`src/hw/rtl/door_motor_limit_switch_controller_core_assert.svh`:
```
// ----------------------------------------------------------------------------
// Door motor controller assertion macros
// Shared concurrent assertion forms for the door motor controller RTL.
// ----------------------------------------------------------------------------
`ifndef DOOR_MOTOR_LIMIT_SWITCH_CONTROLLER_CORE_ASSERT_SVH
`define DOOR_MOTOR_LIMIT_SWITCH_CONTROLLER_CORE_ASSERT_SVH

`ifndef NO_ASSERTIONS

`define DMLSC_ASSERT_SAME(label, clk, rst, ante, cons) \
  label: assert property (@(posedge clk) disable iff (rst) (ante) |-> (cons)) \
    else $error("same-cycle implication failed");

`define DMLSC_ASSERT_NEXT(label, clk, rst, ante, cons) \
  label: assert property (@(posedge clk) disable iff (rst) (ante) |=> (cons)) \
    else $error("next-cycle implication failed");

`else

`define DMLSC_ASSERT_SAME(label, clk, rst, ante, cons)

`define DMLSC_ASSERT_NEXT(label, clk, rst, ante, cons)

`endif

`endif

```
`src/hw/rtl/dmlsc_pkg.sv`:
```
// ----------------------------------------------------------------------------
// Door motor controller package
// Types, codes, register defaults and the switch decoder.
// ----------------------------------------------------------------------------
package dmlsc_pkg;

  localparam int TICK_COUNT_WIDTH_DEF = 12;
  localparam int ALIGN_W = 8;
  localparam int LAG_W = 8;
  localparam int TIMEOUT_W = 12;
  localparam int CFG_INDEX_W = 2;
  localparam int CFG_DATA_W = 12;

  localparam logic [ALIGN_W-1:0] ALIGN_RESET = 8'd3;
  localparam logic [LAG_W-1:0] LAG_RESET = 8'd2;
  localparam logic [TIMEOUT_W-1:0] TIMEOUT_RESET = 12'd60;

  typedef enum logic [1:0] {
    FUNC_TICK   = 2'd0,
    FUNC_OPEN   = 2'd1,
    FUNC_CLOSE  = 2'd2,
    FUNC_STATUS = 2'd3
  } func_t;

  typedef enum logic [1:0] {
    DIR_STOP  = 2'd0,
    DIR_OPEN  = 2'd1,
    DIR_CLOSE = 2'd2
  } dir_t;

  typedef enum logic [2:0] {
    POS_UNDEF  = 3'd0,
    POS_OPEN   = 3'd1,
    POS_CLOSED = 3'd2,
    POS_MIDDLE = 3'd3,
    POS_FAULT  = 3'd4
  } pos_t;

  typedef enum logic [CFG_INDEX_W-1:0] {
    CFG_ALIGN   = 2'd0,
    CFG_LAG     = 2'd1,
    CFG_TIMEOUT = 2'd2
  } cfg_idx_t;

  typedef struct packed {
    logic [ALIGN_W-1:0]   align_ticks;
    logic [LAG_W-1:0]     lag_ticks;
    logic [TIMEOUT_W-1:0] timeout_ticks;
  } cfg_t;

  typedef struct packed {
    logic [1:0] func;
    logic       open_limit_level;
    logic       closed_limit_level;
  } item_t;

  typedef struct packed {
    logic       relay_open;
    logic       relay_close;
    logic       led_open;
    logic       led_closed;
    logic [2:0] position;
    logic       busy_res;
    logic       move_done;
    logic       timed_out;
    logic       rejected;
  } res_t;

  typedef struct packed {
    pos_t       pos;
    logic [1:0] lamps;
  } decode_t;

  // Lamp bit 0 is the open lamp, bit 1 the closed lamp.
  function automatic decode_t decode_position(logic op, logic cl);
    decode_t d;
    case ({op, cl})
      2'b01: begin
        d.pos = POS_OPEN;
        d.lamps = 2'b01;
      end
      2'b10: begin
        d.pos = POS_CLOSED;
        d.lamps = 2'b10;
      end
      2'b11: begin
        d.pos = POS_MIDDLE;
        d.lamps = 2'b00;
      end
      default: begin
        d.pos = POS_FAULT;
        d.lamps = 2'b11;
      end
    endcase
    return d;
  endfunction

endpackage

```
`src/hw/rtl/door_motor_limit_switch_controller_core.sv`:
```
// ----------------------------------------------------------------------------
// Door motor controller core
// Two-relay door motor control with active-low limit switches.
// ----------------------------------------------------------------------------
// Channel   Signals                                     Handshake
// in        func, open_limit_level, closed_limit_level  in_valid / in_stall
// out       relay_open .. rejected                      out_valid / out_stall
// cfg       cfg_index, cfg_data                         cfg_valid / cfg_ready
//
// Each request passes an input register and a result register, one request per
// cycle when the output is not stalled.
// The move state updates as a request moves from the input register to the
// result register, so a new request may enter every cycle.
// A stalled result holds the result register; the input register then fills
// and in_stall rises. Reset clears both stages and loads register defaults.
// ----------------------------------------------------------------------------
module door_motor_limit_switch_controller_core import dmlsc_pkg::*; #(
  parameter int TICK_COUNT_WIDTH = TICK_COUNT_WIDTH_DEF
) (
  input  logic                   clk,
  input  logic                   rst,
  input  logic                   in_valid,
  output logic                   in_stall,
  input  logic [1:0]             func,
  input  logic                   open_limit_level,
  input  logic                   closed_limit_level,
  output logic                   out_valid,
  input  logic                   out_stall,
  output logic                   relay_open,
  output logic                   relay_close,
  output logic                   led_open,
  output logic                   led_closed,
  output logic [2:0]             position,
  output logic                   busy_res,
  output logic                   move_done,
  output logic                   timed_out,
  output logic                   rejected,
  input  logic                   cfg_valid,
  output logic                   cfg_ready,
  input  logic [CFG_INDEX_W-1:0] cfg_index,
  input  logic [CFG_DATA_W-1:0]  cfg_data
);

  cfg_t  cfg;
  logic  in_valid_q;
  item_t item_q;
  logic  advance;
  res_t  res;
  res_t  res_q;

  assign advance = in_valid_q && (!out_valid || !out_stall);
  assign in_stall = in_valid_q && out_valid && out_stall;

  always_ff @(posedge clk) begin
    if (rst) begin
      in_valid_q <= 1'b0;
    end else if (!in_stall) begin
      in_valid_q <= in_valid;
    end
  end

  always_ff @(posedge clk) begin
    if (in_valid && !in_stall) begin
      item_q.func <= func;
      item_q.open_limit_level <= open_limit_level;
      item_q.closed_limit_level <= closed_limit_level;
    end
  end

  always_ff @(posedge clk) begin
    if (rst) begin
      out_valid <= 1'b0;
    end else if (advance) begin
      out_valid <= 1'b1;
    end else if (!out_stall) begin
      out_valid <= 1'b0;
    end
  end

  always_ff @(posedge clk) begin
    if (advance) begin
      res_q <= res;
    end
  end

  dmlsc_cfg_regs u_cfg_regs (
    .clk       (clk),
    .rst       (rst),
    .cfg_valid (cfg_valid),
    .cfg_ready (cfg_ready),
    .cfg_index (cfg_index),
    .cfg_data  (cfg_data),
    .cfg       (cfg)
  );

  dmlsc_ctrl #(
    .TICK_COUNT_WIDTH (TICK_COUNT_WIDTH)
  ) u_ctrl (
    .clk  (clk),
    .rst  (rst),
    .step (advance),
    .item (item_q),
    .cfg  (cfg),
    .res  (res)
  );

  assign relay_open = res_q.relay_open;
  assign relay_close = res_q.relay_close;
  assign led_open = res_q.led_open;
  assign led_closed = res_q.led_closed;
  assign position = res_q.position;
  assign busy_res = res_q.busy_res;
  assign move_done = res_q.move_done;
  assign timed_out = res_q.timed_out;
  assign rejected = res_q.rejected;

endmodule

```
`src/hw/rtl/dmlsc_cfg_regs.sv`:
```
// ----------------------------------------------------------------------------
// Door motor controller configuration registers
// Holds the alignment, lag and timeout settings written over the config port.
// ----------------------------------------------------------------------------
module dmlsc_cfg_regs import dmlsc_pkg::*; (
  input  logic                   clk,
  input  logic                   rst,
  input  logic                   cfg_valid,
  output logic                   cfg_ready,
  input  logic [CFG_INDEX_W-1:0] cfg_index,
  input  logic [CFG_DATA_W-1:0]  cfg_data,
  output cfg_t                   cfg
);

  assign cfg_ready = 1'b1;

  always_ff @(posedge clk) begin
    if (rst) begin
      cfg.align_ticks <= ALIGN_RESET;
      cfg.lag_ticks <= LAG_RESET;
      cfg.timeout_ticks <= TIMEOUT_RESET;
    end else if (cfg_valid && cfg_ready) begin
      case (cfg_idx_t'(cfg_index))
        CFG_ALIGN:   cfg.align_ticks <= cfg_data[ALIGN_W-1:0];
        CFG_LAG:     cfg.lag_ticks <= cfg_data[LAG_W-1:0];
        CFG_TIMEOUT: cfg.timeout_ticks <= cfg_data[TIMEOUT_W-1:0];
        default: begin
        end
      endcase
    end
  end

endmodule

```
`src/hw/rtl/dmlsc_ctrl.sv`:
```
// ----------------------------------------------------------------------------
// Door motor controller move control
// Move state registers and the per-request update that produces one result.
// ----------------------------------------------------------------------------
`include "door_motor_limit_switch_controller_core_assert.svh"

module dmlsc_ctrl import dmlsc_pkg::*; #(
  parameter int TICK_COUNT_WIDTH = TICK_COUNT_WIDTH_DEF
) (
  input  logic  clk,
  input  logic  rst,
  input  logic  step,
  input  item_t item,
  input  cfg_t  cfg,
  output res_t  res
);

  localparam int CMP_W = (TICK_COUNT_WIDTH > TIMEOUT_W) ? TICK_COUNT_WIDTH : TIMEOUT_W;
  localparam logic [CMP_W-1:0] COUNT_MAX = CMP_W'({TICK_COUNT_WIDTH{1'b1}});

  logic                        moving;
  logic                        moving_next;
  dir_t                        direction;
  dir_t                        direction_next;
  logic [TICK_COUNT_WIDTH-1:0] tick_count;
  logic [TICK_COUNT_WIDTH-1:0] tick_count_next;
  logic [ALIGN_W-1:0]          align_count;
  logic [ALIGN_W-1:0]          align_count_next;
  pos_t                        stored_position;
  pos_t                        stored_position_next;
  logic [1:0]                  lamp_levels;
  logic [1:0]                  lamp_levels_next;

  func_t                       func_e;
  decode_t                     dec;
  logic [CMP_W-1:0]            timeout_ext;
  logic [CMP_W-1:0]            limit;
  logic [TICK_COUNT_WIDTH-1:0] tick_inc;
  logic                        at_limit;
  logic                        inc_at_limit;
  logic                        past_lag;
  logic                        align_reached;
  logic                        active;
  logic                        end_move;
  logic                        tmo;
  pos_t                        pos;
  logic                        dir_running;
  logic                        busy_command;

  assign func_e = func_t'(item.func);
  assign dec = decode_position(item.open_limit_level, item.closed_limit_level);
  assign timeout_ext = CMP_W'(cfg.timeout_ticks);
  assign limit = (timeout_ext < COUNT_MAX) ? timeout_ext : COUNT_MAX;
  assign tick_inc = tick_count + 1'b1;
  assign at_limit = CMP_W'(tick_count) >= limit;
  assign inc_at_limit = CMP_W'(tick_inc) >= limit;
  assign past_lag = CMP_W'(tick_count) >= CMP_W'(cfg.lag_ticks);
  assign align_reached = align_count >= cfg.align_ticks;
  assign active = (direction == DIR_CLOSE) ? !item.closed_limit_level
                                           : !item.open_limit_level;
  assign dir_running = (direction == DIR_OPEN) || (direction == DIR_CLOSE);
  assign busy_command = step && moving && ((func_e == FUNC_OPEN) || (func_e == FUNC_CLOSE));

  always_comb begin
    moving_next = moving;
    direction_next = direction;
    tick_count_next = tick_count;
    align_count_next = align_count;
    stored_position_next = stored_position;
    lamp_levels_next = lamp_levels;
    pos = stored_position;
    end_move = 1'b0;
    tmo = 1'b0;
    res.rejected = 1'b0;
    case (func_e)
      FUNC_TICK: begin
        if (moving) begin
          if (at_limit) begin
            end_move = 1'b1;
            tmo = 1'b1;
          end else begin
            if (active && align_reached) begin
              end_move = 1'b1;
            end else if (active && past_lag) begin
              align_count_next = align_count + 1'b1;
            end
            tick_count_next = tick_inc;
            if (inc_at_limit) begin
              end_move = 1'b1;
            end
            tmo = inc_at_limit;
          end
          if (end_move) begin
            moving_next = 1'b0;
            direction_next = DIR_STOP;
            stored_position_next = dec.pos;
            lamp_levels_next = dec.lamps;
            pos = dec.pos;
          end
        end
      end
      FUNC_STATUS: begin
        pos = dec.pos;
        lamp_levels_next = dec.lamps;
      end
      FUNC_OPEN, FUNC_CLOSE: begin
        if (moving) begin
          res.rejected = 1'b1;
        end else begin
          if (func_e == FUNC_CLOSE && stored_position == POS_OPEN) begin
            direction_next = DIR_CLOSE;
          end else begin
            direction_next = DIR_OPEN;
          end
          moving_next = 1'b1;
          tick_count_next = '0;
          align_count_next = '0;
        end
      end
      default: begin
      end
    endcase
    res.relay_open = moving_next && (direction_next == DIR_OPEN);
    res.relay_close = moving_next && (direction_next == DIR_CLOSE);
    res.led_open = lamp_levels_next[0];
    res.led_closed = lamp_levels_next[1];
    res.position = pos;
    res.busy_res = moving_next;
    res.move_done = end_move;
    res.timed_out = end_move && tmo;
  end

  always_ff @(posedge clk) begin
    if (rst) begin
      moving <= 1'b0;
      direction <= DIR_STOP;
      tick_count <= '0;
      align_count <= '0;
      stored_position <= POS_UNDEF;
      lamp_levels <= 2'b00;
    end else if (step) begin
      moving <= moving_next;
      direction <= direction_next;
      tick_count <= tick_count_next;
      align_count <= align_count_next;
      stored_position <= stored_position_next;
      lamp_levels <= lamp_levels_next;
    end
  end

  `DMLSC_ASSERT_SAME(a_dir_set_when_moving, clk, rst, moving, dir_running)
  `DMLSC_ASSERT_SAME(a_dir_clear_when_idle, clk, rst, !moving, direction == DIR_STOP)
  `DMLSC_ASSERT_NEXT(a_done_stops_motor, clk, rst, step && res.move_done, !moving)
  `DMLSC_ASSERT_SAME(a_busy_command_rejected, clk, rst, busy_command, res.rejected && !res.move_done)

endmodule

```
`config.mk`:
```
export PLATFORM = sky130hd
export DESIGN_NAME = door_motor_limit_switch_controller_core
export DESIGN_NICKNAME = d
export VERILOG_FILES = /design/src/hw/rtl/dmlsc_pkg.sv /design/src/hw/rtl/door_motor_limit_switch_controller_core.sv /design/src/hw/rtl/dmlsc_cfg_regs.sv /design/src/hw/rtl/dmlsc_ctrl.sv
export VERILOG_INCLUDE_DIRS = /design/src /design/src/hw/rtl
export SDC_FILE = /design/constraint.sdc
export NUM_CORES = 1
export LEC_CHECK = 0
export ABC_CLOCK_PERIOD_IN_PS = 4150
export BUFFER_PORTS_ARGS = -buffer_cell sky130_fd_sc_hd__buf_2
export CORE_MARGIN = 4
export CORE_UTILIZATION = 25
export CTS_CLUSTER_SIZE = 10
export DETAILED_ROUTE_END_ITERATION = 8
export PLACE_DENSITY = 0.42
export SLEW_MARGIN = 30
export SYNTH_ARGS = -nofsm -noshare
export SYNTH_HDL_FRONTEND = slang
export SYNTH_HIERARCHICAL = 1
export SYNTH_SLANG_ARGS = --single-unit
```
`constraint.sdc`:
```
create_clock -name clk -period 4.15 [get_ports clk]
set_input_delay 0 -clock clk [delete_from_list [all_inputs] [get_ports clk]]
set_output_delay 0 -clock clk [all_outputs]
set_load 0.03 [all_outputs]
```
==> reports/results.ini, run 1 <==
[outcome]
status = finished, final reports clean

[global_route]
grt_pass1_wl_um = 18550
antenna_found_initial = 0
track_usage_pct = 11.45
gr-total-overflow = 0
grt_max_degree = 44
grt_pass1_vias = 3680

[route]
wl_per_cell_um = 14.14
drc = 0
vias_per_cell = 4.605
drt-initial-drc-count = 230
wl_um = 10960
detail-route-antenna-nets = 0
vias = 3569
dr.pass1.iters = 5

[yosys]
avgSynthCellArea_sq_um = 9.001
yosysWarnings = 6
synth_edf_count = 15
synth_ff_type = dfxtp_1
synth_area_sq_um = 4509
seq_area_frac_synth_pct = 35.74
synth_most_common_cell = dfxtp_1
synth-seq-cells = 73
ys_types = 65
post-synth-top-area-cell = dfxtp_1
synthCells = 501
synth_area_leaders = dfxtp_1 (26%), ha_1 (12%), edfxtp_1 (10%), mux2i_1 (6.9%), nand2b_1 (4.9%)
synth_common_cells = dfxtp_1 (58), nor2_1 (47), ha_1 (44), inv_1 (44), nand2b_1 (35)
synth.top_cell.area_share_pct = 25.75
synthArstFlopShare_pct = 0
syn_nets = 568

[sta]
report.final.slew_viol_count = 0
max_freq_mhz = 268.2
finalSetupTns_ns = 0
worst_slack_ns = 0.4220
period_share_pct = 89.83
setup_viol = 0
holdWs_ns = 0.01899
fin_skew_ns = 0.007001
slew_headroom_pct = 38.13
worst_pin_slew_ns = 0.9247
rsz0062_at_grt = no
post-route-min-period_ns = 3.728
finalHoldViolCount = 0

[floorplan]
io_pins = 37
start_util_pct = 25.80
die_h_um = 142.3
die_w_um = 142.3
dieArea_sq_um = 20250
placeableCoreArea_sq_um = 17480
rows = 48

[pwr]
power_density_nw_per_um2 = 323.2
peakVddDrop_v = 0.0002053
p_leak_nw = 2.248
clkPwrFrac_pct = 45.8
p_comb_share_pct = 10.5
intPower_mw = 1.313
power_frac_seq_pct = 43.7
p_switching_uw = 422.5
power_mw = 1.736
swShare_pct = 24.34

[layout]
fin_area_sq_um = 5370
layout-drive-gt1-share_pct = 14.00
diodes = 0
final_util_pct = 30.73
nFillCells = 1831
fin_nets = 612
syn_to_final_growth_pct = 19.09
layout.cells.non_filler = 775

[clock_tree]
clk_pin_slew_ns = 0.06
htree_levels = 3
clockBufferDepth = 2
clkLatencyLatePin_ns = 0.34
root_buffer = clkbuf_16
cts_sinks = 73
cts_tree = built
numCtsBuffers = 9

[min_path]
hold_class = in2reg

[worst_setup_path]
path_cells = nand4_1 > nor2_1 > and3_1 > nand3_1 > xnor2_1 > ha_1 > nand3_1 > nor2_1 > o21ai_0 > o211ai_1 > nor3_4 > buf_4 > a221oi_2 > and3b_1
worstPathRequired_ns = 4.24
slowest_stage = dfxtp_1
path_max_fanout = 10
path_class = reg2reg
critPathBufInv = 1
cp-end-kind = register
cp.arrival_ns = 3.82
cp-start-kind = register
cpLargestDelayFamily = simple AND/OR/NAND/NOR gates
cpPeakStageDelay_ns = 0.50

[place]
dp.cells = 739
pre_cts_slack_ns = 0.4388
hpwl_um = 7959
dpl_cell_area_sq_um = 4872
finalWeightedCongestion = 0.8043
port_buffers = 35

[flow_run]
maxCapViolations = 0

[area by class of cell]
class                   instances  area [sq um]  share of cell area (%)
flip-flops and latches         73          1612                   30.01
multi-input cells             357          2605                   48.51
clock inverters                 6         55.05                   1.025
clock buffers                  10         250.2                   4.660
inverters                      45         168.9                   3.145
repair buffers                 59         397.9                   7.409
well taps                     225         281.5                   5.242
[power by group through the flow]
| stage | registers [mW] | clock network, mW | logic [mW] |
|---|---|---|---|
| after floorplan | 0.783 | 0 | 0.112 |
| after global placement | 0.774 | 0 | 0.169 |
| after detailed placement | 0.775 | 0 | 0.170 |
| after CTS | 0.759 | 0.823 | 0.184 |
| after global routing | 0.761 | 0.859 | 0.203 |
| final | 0.759 | 0.795 | 0.182 |
[registers in the layout, indices dropped and copies added (netlist names), 2 cells and up]
name and count:
u_ctrl/lamp_levels 2, position 3, u_ctrl/stored_position 3, u_ctrl/tick_count 12, u_ctrl/direction 2, item_q 4, u_cfg_regs/cfg 28, u_ctrl/align_count 8
[worst min-delay path: stages]
cell	delay, ns
buf_2	0.08
nand2b_1	0.10
mux2i_1	0.13
[cells in the final DEF, fill, tap and decap left out, types with 3 or more instances in the layout]
cell type       n
o21ai_1         3
dlygate4sd3_1  17
a21oi_1        34
o31ai_1         5
clkbuf_16      10
nand4_1         5
nand3_1        22
edfxtp_1       15
buf_2          35
nor3b_1         4
nor2_1         47
o211ai_1        3
a211oi_1        6
xor2_1          6
xnor2_1         5
o21ai_0        12
a31oi_1         6
o21a_1          4
buf_4           7
o22ai_1         3
nand3b_1        5
ha_1           44
nand2_1        23
or3_1           4
mux2i_1        31
dfxtp_1        58
a21o_1          4
or4_1           4
inv_1          44
nand2b_1       35
[kinds of logic (layout without fill, tap and decap cells)]
kind of cell / Yosys count / in the layout / share of synthesized area [%]
adders and majority gates: 44 / 44 / 12.21
DFF: 73 / 73 / 35.74
muxes: 31 / 31 / 6.881
and+or+nand+nor: 169 / 169 / 20.64
xor gates and xnor gates: 11 / 11 / 2.136
AOI/OAI and AO/OA: 101 / 101 / 15.73
buffers and inverters: 71 / 120 / 6.576
other: 1 / 1 / 0.08316
[final timing paths]
path                   endpoint  slack [ns]                 start  depth (start not counted)
min reg2reg  u_cfg_regs/cfg[27]        0.48    u_cfg_regs/cfg[27]                          2
max reg2reg         relay_close        0.42  u_ctrl/tick_count[3]                         14
max                 relay_close        0.42  u_ctrl/tick_count[3]                         14
min          u_cfg_regs/cfg[26]        0.02           cfg_data[6]                          3
[what timing repair did]
action,4_1_cts,5_1_grt
hold endpoints to repair,27,0
buffers inserted,0,3
gates resized for setup,0,0
hold buffers,17,0
setup endpoints to repair,0,4
[routing by layer]
| metal | global-route usage (%) | routed length [um] |
|---|---|---|
| met1 | 14.72 | 5360 |
| met2 | 18.76 | 5056 |
| met3 | 3.360 | 386 |
| met4 | 3.252 | 157 |
| met5 | 0 | 0 |
(Power assumes the default switching activity.)
==> run 2, diff against run 1 <==
--- a/config.mk
+++ b/config.mk
@@ -16,5 +16,4 @@
 export SLEW_MARGIN = 30
 export SYNTH_ARGS = -nofsm -noshare
 export SYNTH_HDL_FRONTEND = slang
-export SYNTH_HIERARCHICAL = 1
 export SYNTH_SLANG_ARGS = --single-unit
==> run 2 against run 1 <==
Effect of this change:
- die area fell by 4.7%
- cell area is 4.1% lower
- critical path type unchanged
- register-to-register slack improved by 0.10 ns
- flip-flop and latch count did not move
- largest cell class unchanged
==> reports/results.ini, run 2 <==
[outcome]
status = finished, final reports clean

[worst_setup_path]
cpPeakStageDelay_ns = 0.45
cp-start-kind = register
endpoint = led_open
path_class = reg2reg
worstPathRequired_ns = 4.22
path_cells = ha_1 > nand3_2 > nor2_1 > and3_1 > nand3_1 > xnor2_1 > ha_1 > nand2_1 > nor2_1 > nand3b_1 > o211ai_2 > nor2_4 > a211oi_2 > o22ai_1
r2r_end = led_open
critPathBufInv = 0
cp.arrival_ns = 3.70
cp_num_cells = 14
slowest_stage = dfxtp_1
r2r_slack_ns = 0.52
cp-end-kind = register
path_max_fanout = 7
crit_start = u_ctrl.tick_count[0]
r2r-start = u_ctrl.tick_count[0]
r2r_cells = 14
cpLargestDelayFamily = simple AND/OR/NAND/NOR gates

[route]
detail-route-antenna-nets = 0
vias_per_cell = 4.624
drt-initial-drc-count = 165
wl_um = 10850
vias = 3542
dr.pass1.iters = 4
drc = 0
wl_per_cell_um = 14.17

[yosys]
synth.top_cell.area_share_pct = 27.11
seq_area_frac_synth_pct = 37.63
synth_common_cells = dfxtp_1 (58), nand2_1 (55), inv_1 (50)
avgSynthCellArea_sq_um = 8.670
synth_edf_count = 15
synth_area_leaders = dfxtp_1 (27%), ha_1 (13%), edfxtp_1 (11%), a21oi_1 (4.9%), nand2_1 (4.8%)
synth-seq-cells = 73
synth_most_common_cell = dfxtp_1
syn_nets = 560
synth_area_sq_um = 4283
ys_types = 58
post-synth-top-area-cell = dfxtp_1
yosysWarnings = 0
synthCells = 494
synth_ff_type = dfxtp_1
synthArstFlopShare_pct = 0

[clock_tree]
cts_tree = built
cts_hold_buf = 18
cts_sinks = 73
numCtsBuffers = 9
clockBufferDepth = 2
cts_resized = 0
clkLatencyLatePin_ns = 0.35
htree_levels = 3
cts_setup_buffers = 0
root_buffer = clkbuf_16
clk_pin_slew_ns = 0.06

[layout]
syn_to_final_growth_pct = 20.30
layout.cells.non_filler = 766
largest_reg_flops = 28
diodes = 0
largestRegisters = u_cfg_regs.cfg (28), u_ctrl.tick_count (12), u_ctrl.align_count (8)
fin_nets = 607
regMostFlops = u_cfg_regs.cfg
layout-drive-gt1-share_pct = 13.00
final_cell_mix = dfxtp_1 (58), nand2_1 (55), inv_1 (50)
fin_area_sq_um = 5152
nFillCells = 1799
final_common_cell = dfxtp_1
seq_area_sq_um = 1612
multi_input_area_sq_um = 2409

[floorplan]
die_h_um = 138.9
placeableCoreArea_sq_um = 16700
start_util_pct = 25.64
rows = 47
die_w_um = 138.9
dieArea_sq_um = 19290
io_pins = 37

[sta]
slew_headroom_pct = 41.76
post-route-min-period_ns = 3.628
setup_viol = 0
worst_pin_slew_ns = 0.8736
finalHoldViolCount = 0
report.final.slew_viol_count = 0
period_share_pct = 87.43
finalSetupTns_ns = 0
fin_skew_ns = 0.007063
max_freq_mhz = 275.6
rsz0062_at_grt = no

[place]
port_buffers = 35
dp.cells = 732
hpwl_um = 8254
dpl_cell_area_sq_um = 4673
finalWeightedCongestion = 0.8036

[global_route]
grt_pass1_wl_um = 18570
antenna_found_initial = 0
grt_max_degree = 43
grt_pass1_vias = 3580
gr-total-overflow = 0
track_usage_pct = 12.03

[pwr]
p_leak_nw = 2.150
power_mw = 1.715
power_density_nw_per_um2 = 332.9
peakVddDrop_v = 0.0002040

[min_path]
hold_class = in2reg
min-delay-start = cfg_index[0]

[flow_run]
maxCapViolations = 0

==> run 2: cell types whose count changed after synthesis, sizes merged, moves of 5 or more <==
| cell | change |
|---|---|
| a21oi | +8 |
| and3 | +6 |
| buf | -10 |
| inv | +5 |
| mux2i | -18 |
| nand2 | +32 |
| nand2b | -31 |
| nand3 | -11 |
| nand3b | +7 |
| o211ai | +9 |
| o21ai | +5 |
==> run 2: cell type report <==
type	instances	area share, %
Clock buffer	11	4.735
Clock inverter	5	1.068
Inverter	50	3.643
Multi-Input combinational cell	352	46.75
Sequential cell	73	31.28
Tap cell	220	5.342
Timing Repair Buffer	55	7.188
==> run 2: per-layer routing <==
metal / GRT usage, % / up-vias / share of wire [%]
li1: - / 1828 / -
met1: 15.97 / 1637 / 49
met5: 0 / - / 0
met4: 3.862 / 0 / 1.5
met2: 19.05 / 66 / 45
met3: 3.276 / 11 / 4.3
==> run 2: power breakdown <==
| group | internal [mW] | total [mW] | switching, mW | leakage [nW] |
|---|---|---|---|---|
| combinational | 0.0637 | 0.170 | 0.106 | 1.39 |
| clock | 0.482 | 0.788 | 0.306 | 0.144 |
| sequential | 0.746 | 0.758 | 0.0122 | 0.615 |
==> run 2: how the worst min path moves through the flow <==
stage | to | slack [ns] | depth (start not counted)
2_1_floorplan | item_q[0] | 0.1 | 0
3_3_place_gp | item_q[1] | 0.18 | 1
3_5_place_dp | item_q[2] | 0.18 | 1
4_1_cts | u_cfg_regs.cfg[1] | 0.08 | 4
5_1_grt | u_cfg_regs.cfg[1] | 0.15 | 4
6_report | u_cfg_regs.cfg[1] | 0.09 | 4
==> run 2: through the flow <==
| step | setup WS, ns | hold slack [ns] | util, % |
|---|---|---|---|
| final | 0.5217 | 0.09005 | 30.85 |
| after detailed placement | 0.5368 | 0.1786 | 27.98 |
| after global routing | 0.1671 | 0.1490 | 30.85 |
| after floorplan | 0.9994 | 0.09887 | - |
| after global placement | 0.6853 | 0.1805 | 27.97 |
| after CTS | 0.5041 | 0.08472 | 30.85 |
==> run 2: kinds of logic (layout without fill, tap and decap cells) <==
family	count (synthesis)	in the layout	share of synthesized area, %
and+or+nand+nor	170	170	19.66
AOI/OAI and AO/OA	112	112	18.17
DFF	73	73	37.63
buffers and inverters	69	121	6.194
adders and majority gates	43	43	12.56
xor gates and xnor gates	13	13	2.659
muxes	13	13	3.038
other	1	1	0.08756
==> run 2: tightest hold or removal path: stages <==
cell and delay, ns:
buf_2 0.11, nor2_2 0.13, nand2_1 0.10, a21oi_1 0.05
==> run 3, diff against run 2 <==
--- a/config.mk
+++ b/config.mk
@@ -9,10 +9,10 @@
 export ABC_CLOCK_PERIOD_IN_PS = 4150
 export BUFFER_PORTS_ARGS = -buffer_cell sky130_fd_sc_hd__buf_2
 export CORE_MARGIN = 4
-export CORE_UTILIZATION = 25
+export CORE_UTILIZATION = 45
 export CTS_CLUSTER_SIZE = 10
 export DETAILED_ROUTE_END_ITERATION = 8
-export PLACE_DENSITY = 0.42
+export PLACE_DENSITY = 0.65
 export SLEW_MARGIN = 30
 export SYNTH_ARGS = -nofsm -noshare
 export SYNTH_HDL_FRONTEND = slang
==> run 3 against run 2 <==
Effect of this change:
- cell area fell by 4.8%
- cell count fell by 12%
- utilization rose by 22 points
- routed wire length fell by 12%
- via count barely moved
- combinational power fell by 2%
- clock skew rose by 0.0043 ns
- critical path type unchanged
- critical endpoint is now led_closed
- largest cell class unchanged
- highest routed layer unchanged
==> reports/results.ini, run 3 (same netlist as run 2, synthesis figures left out) <==
[global_route]
track_usage_pct = 18.00
grt_max_degree = 43
grt_pass1_wl_um = 16300
antenna_found_initial = 0
grt_pass1_vias = 3376
gr-total-overflow = 0

[floorplan]
start_util_pct = 46.35
dieArea_sq_um = 11140
placeableCoreArea_sq_um = 9240
die_h_um = 105.6
io_pins = 37
rows = 35
die_w_um = 105.6

[worst_setup_path]
critPathBufInv = 0
path_max_fanout = 7
cp-end-kind = register
cpPeakStageDelay_ns = 0.46
worstPathRequired_ns = 4.24
cp.arrival_ns = 3.67
cpLargestDelayFamily = compound AO/OA/AOI/OAI gates
path_cells = ha_1 > nand3_2 > nor2_1 > and3_1 > nand3_1 > xnor2_1 > ha_1 > a21oi_1 > o21ai_0 > a21oi_1 > o211ai_2 > o21ai_2 > a21o_1 > o22ai_1
slowest_stage = dfxtp_1
path_class = reg2reg
cp-start-kind = register

[route]
wl_per_cell_um = 14.17
drc = 0
wl_um = 9548
detail-route-antenna-nets = 0
dr.pass1.iters = 5
drt-initial-drc-count = 202
vias_per_cell = 5.258
vias = 3544

[layout]
final_cell_mix = dfxtp_1 (58), nand2_1 (55), inv_1 (50)
largestRegisters = u_cfg_regs.cfg (28), u_ctrl.tick_count (12), u_ctrl.align_count (8)
regMostFlops = u_cfg_regs.cfg
layout.cells.non_filler = 674
fin_area_sq_um = 4903
syn_to_final_growth_pct = 14.49
final_common_cell = dfxtp_1
layout-drive-gt1-share_pct = 12.48
diodes = 0
fin_nets = 606
final_util_pct = 53.07
nFillCells = 873
largest_reg_flops = 28

[sta]
setup_viol = 0
report.final.slew_viol_count = 0
holdWs_ns = 0.08392
slew_headroom_pct = 44.14
finalSetupTns_ns = 0
max_freq_mhz = 279.5
finalHoldViolCount = 0
fin_skew_ns = 0.01137
worst_pin_slew_ns = 0.8379
rsz0062_at_grt = no
period_share_pct = 86.20
worst_slack_ns = 0.5725
post-route-min-period_ns = 3.577

[pwr]
power_density_nw_per_um2 = 290.5
power_mw = 1.424
p_leak_nw = 2.089
peakVddDrop_v = 0.0001967

[clock_tree]
cts_sinks = 73
htree_levels = 3
clockBufferDepth = 2
cts_resized = 0
clk_pin_slew_ns = 0.09
numCtsBuffers = 9
root_buffer = clkbuf_8
clkLatencyLatePin_ns = 0.35
cts_tree = built

[outcome]
status = finished, final reports clean

[place]
hpwl_um = 6944
dpl_cell_area_sq_um = 4549
pre_cts_slack_ns = 0.6313
dp.cells = 640
finalWeightedCongestion = 0.8175
port_buffers = 35

[min_path]
hold_class = in2reg

[flow_run]
maxCapViolations = 0

run 3: report_power, final:
group          internal (mW)  leakage (nW)  total [mW]  switching [mW]
clock network          0.219        0.0883       0.503           0.283
logic                 0.0628          1.39       0.166           0.104
registers              0.744         0.615       0.755          0.0112
total                   1.03          2.09        1.42           0.398
run 3: worst reg2reg max path: stages, from the launching register on:
cell and delay, ns:
dfxtp_1 0.46, ha_1 0.31, nand3_2 0.18, nor2_1 0.28, and3_1 0.28, nand3_1 0.11, xnor2_1 0.21, ha_1 0.28
a21oi_1 0.14, o21ai_0 0.09, a21oi_1 0.18, o211ai_2 0.17, o21ai_2 0.28, a21o_1 0.24, o22ai_1 0.11
run 3: layout make-up:
type	count	area [sq um]	share of cell area (%)
well taps	129	161.4	3.292
multi-input cells	352	2409	49.12
clock inverters	6	43.79	0.8931
clock buffers	10	127.6	2.603
flip-flops and latches	73	1612	32.87
inverters	50	187.7	3.828
repair buffers	54	362.8	7.400
run 3: final timing paths:
check | from | endpoint | slack [ns] | depth (start not counted)
worst min-delay path | cfg_index[0] | u_cfg_regs.cfg[0] | 0.08 | 4
worst max register to register | u_ctrl.tick_count[0] | led_closed | 0.57 | 14
worst max-delay path | u_ctrl.tick_count[0] | led_closed | 0.57 | 14
worst min register to register | u_cfg_regs.cfg[11] | u_cfg_regs.cfg[11] | 0.46 | 2
run 3: what timing repair did:
| item | 4_1_cts | 5_1_grt |
|---|---|---|
| endpoints found under the hold margin | 34 | 0 |
| setup buffers | 0 | 0 |
| hold buffers | 18 | 0 |
run 3: per-layer routing:
metal	GRT usage, %	part of all wire, %	up-vias	wire length, um
met4	4.625	0.76	0	73
met2	28.69	46	74	4421
met1	25.01	48	1632	4586
li1	-	-	1832	-
met3	3.552	4.9	6	467
met5	0	0	-	0
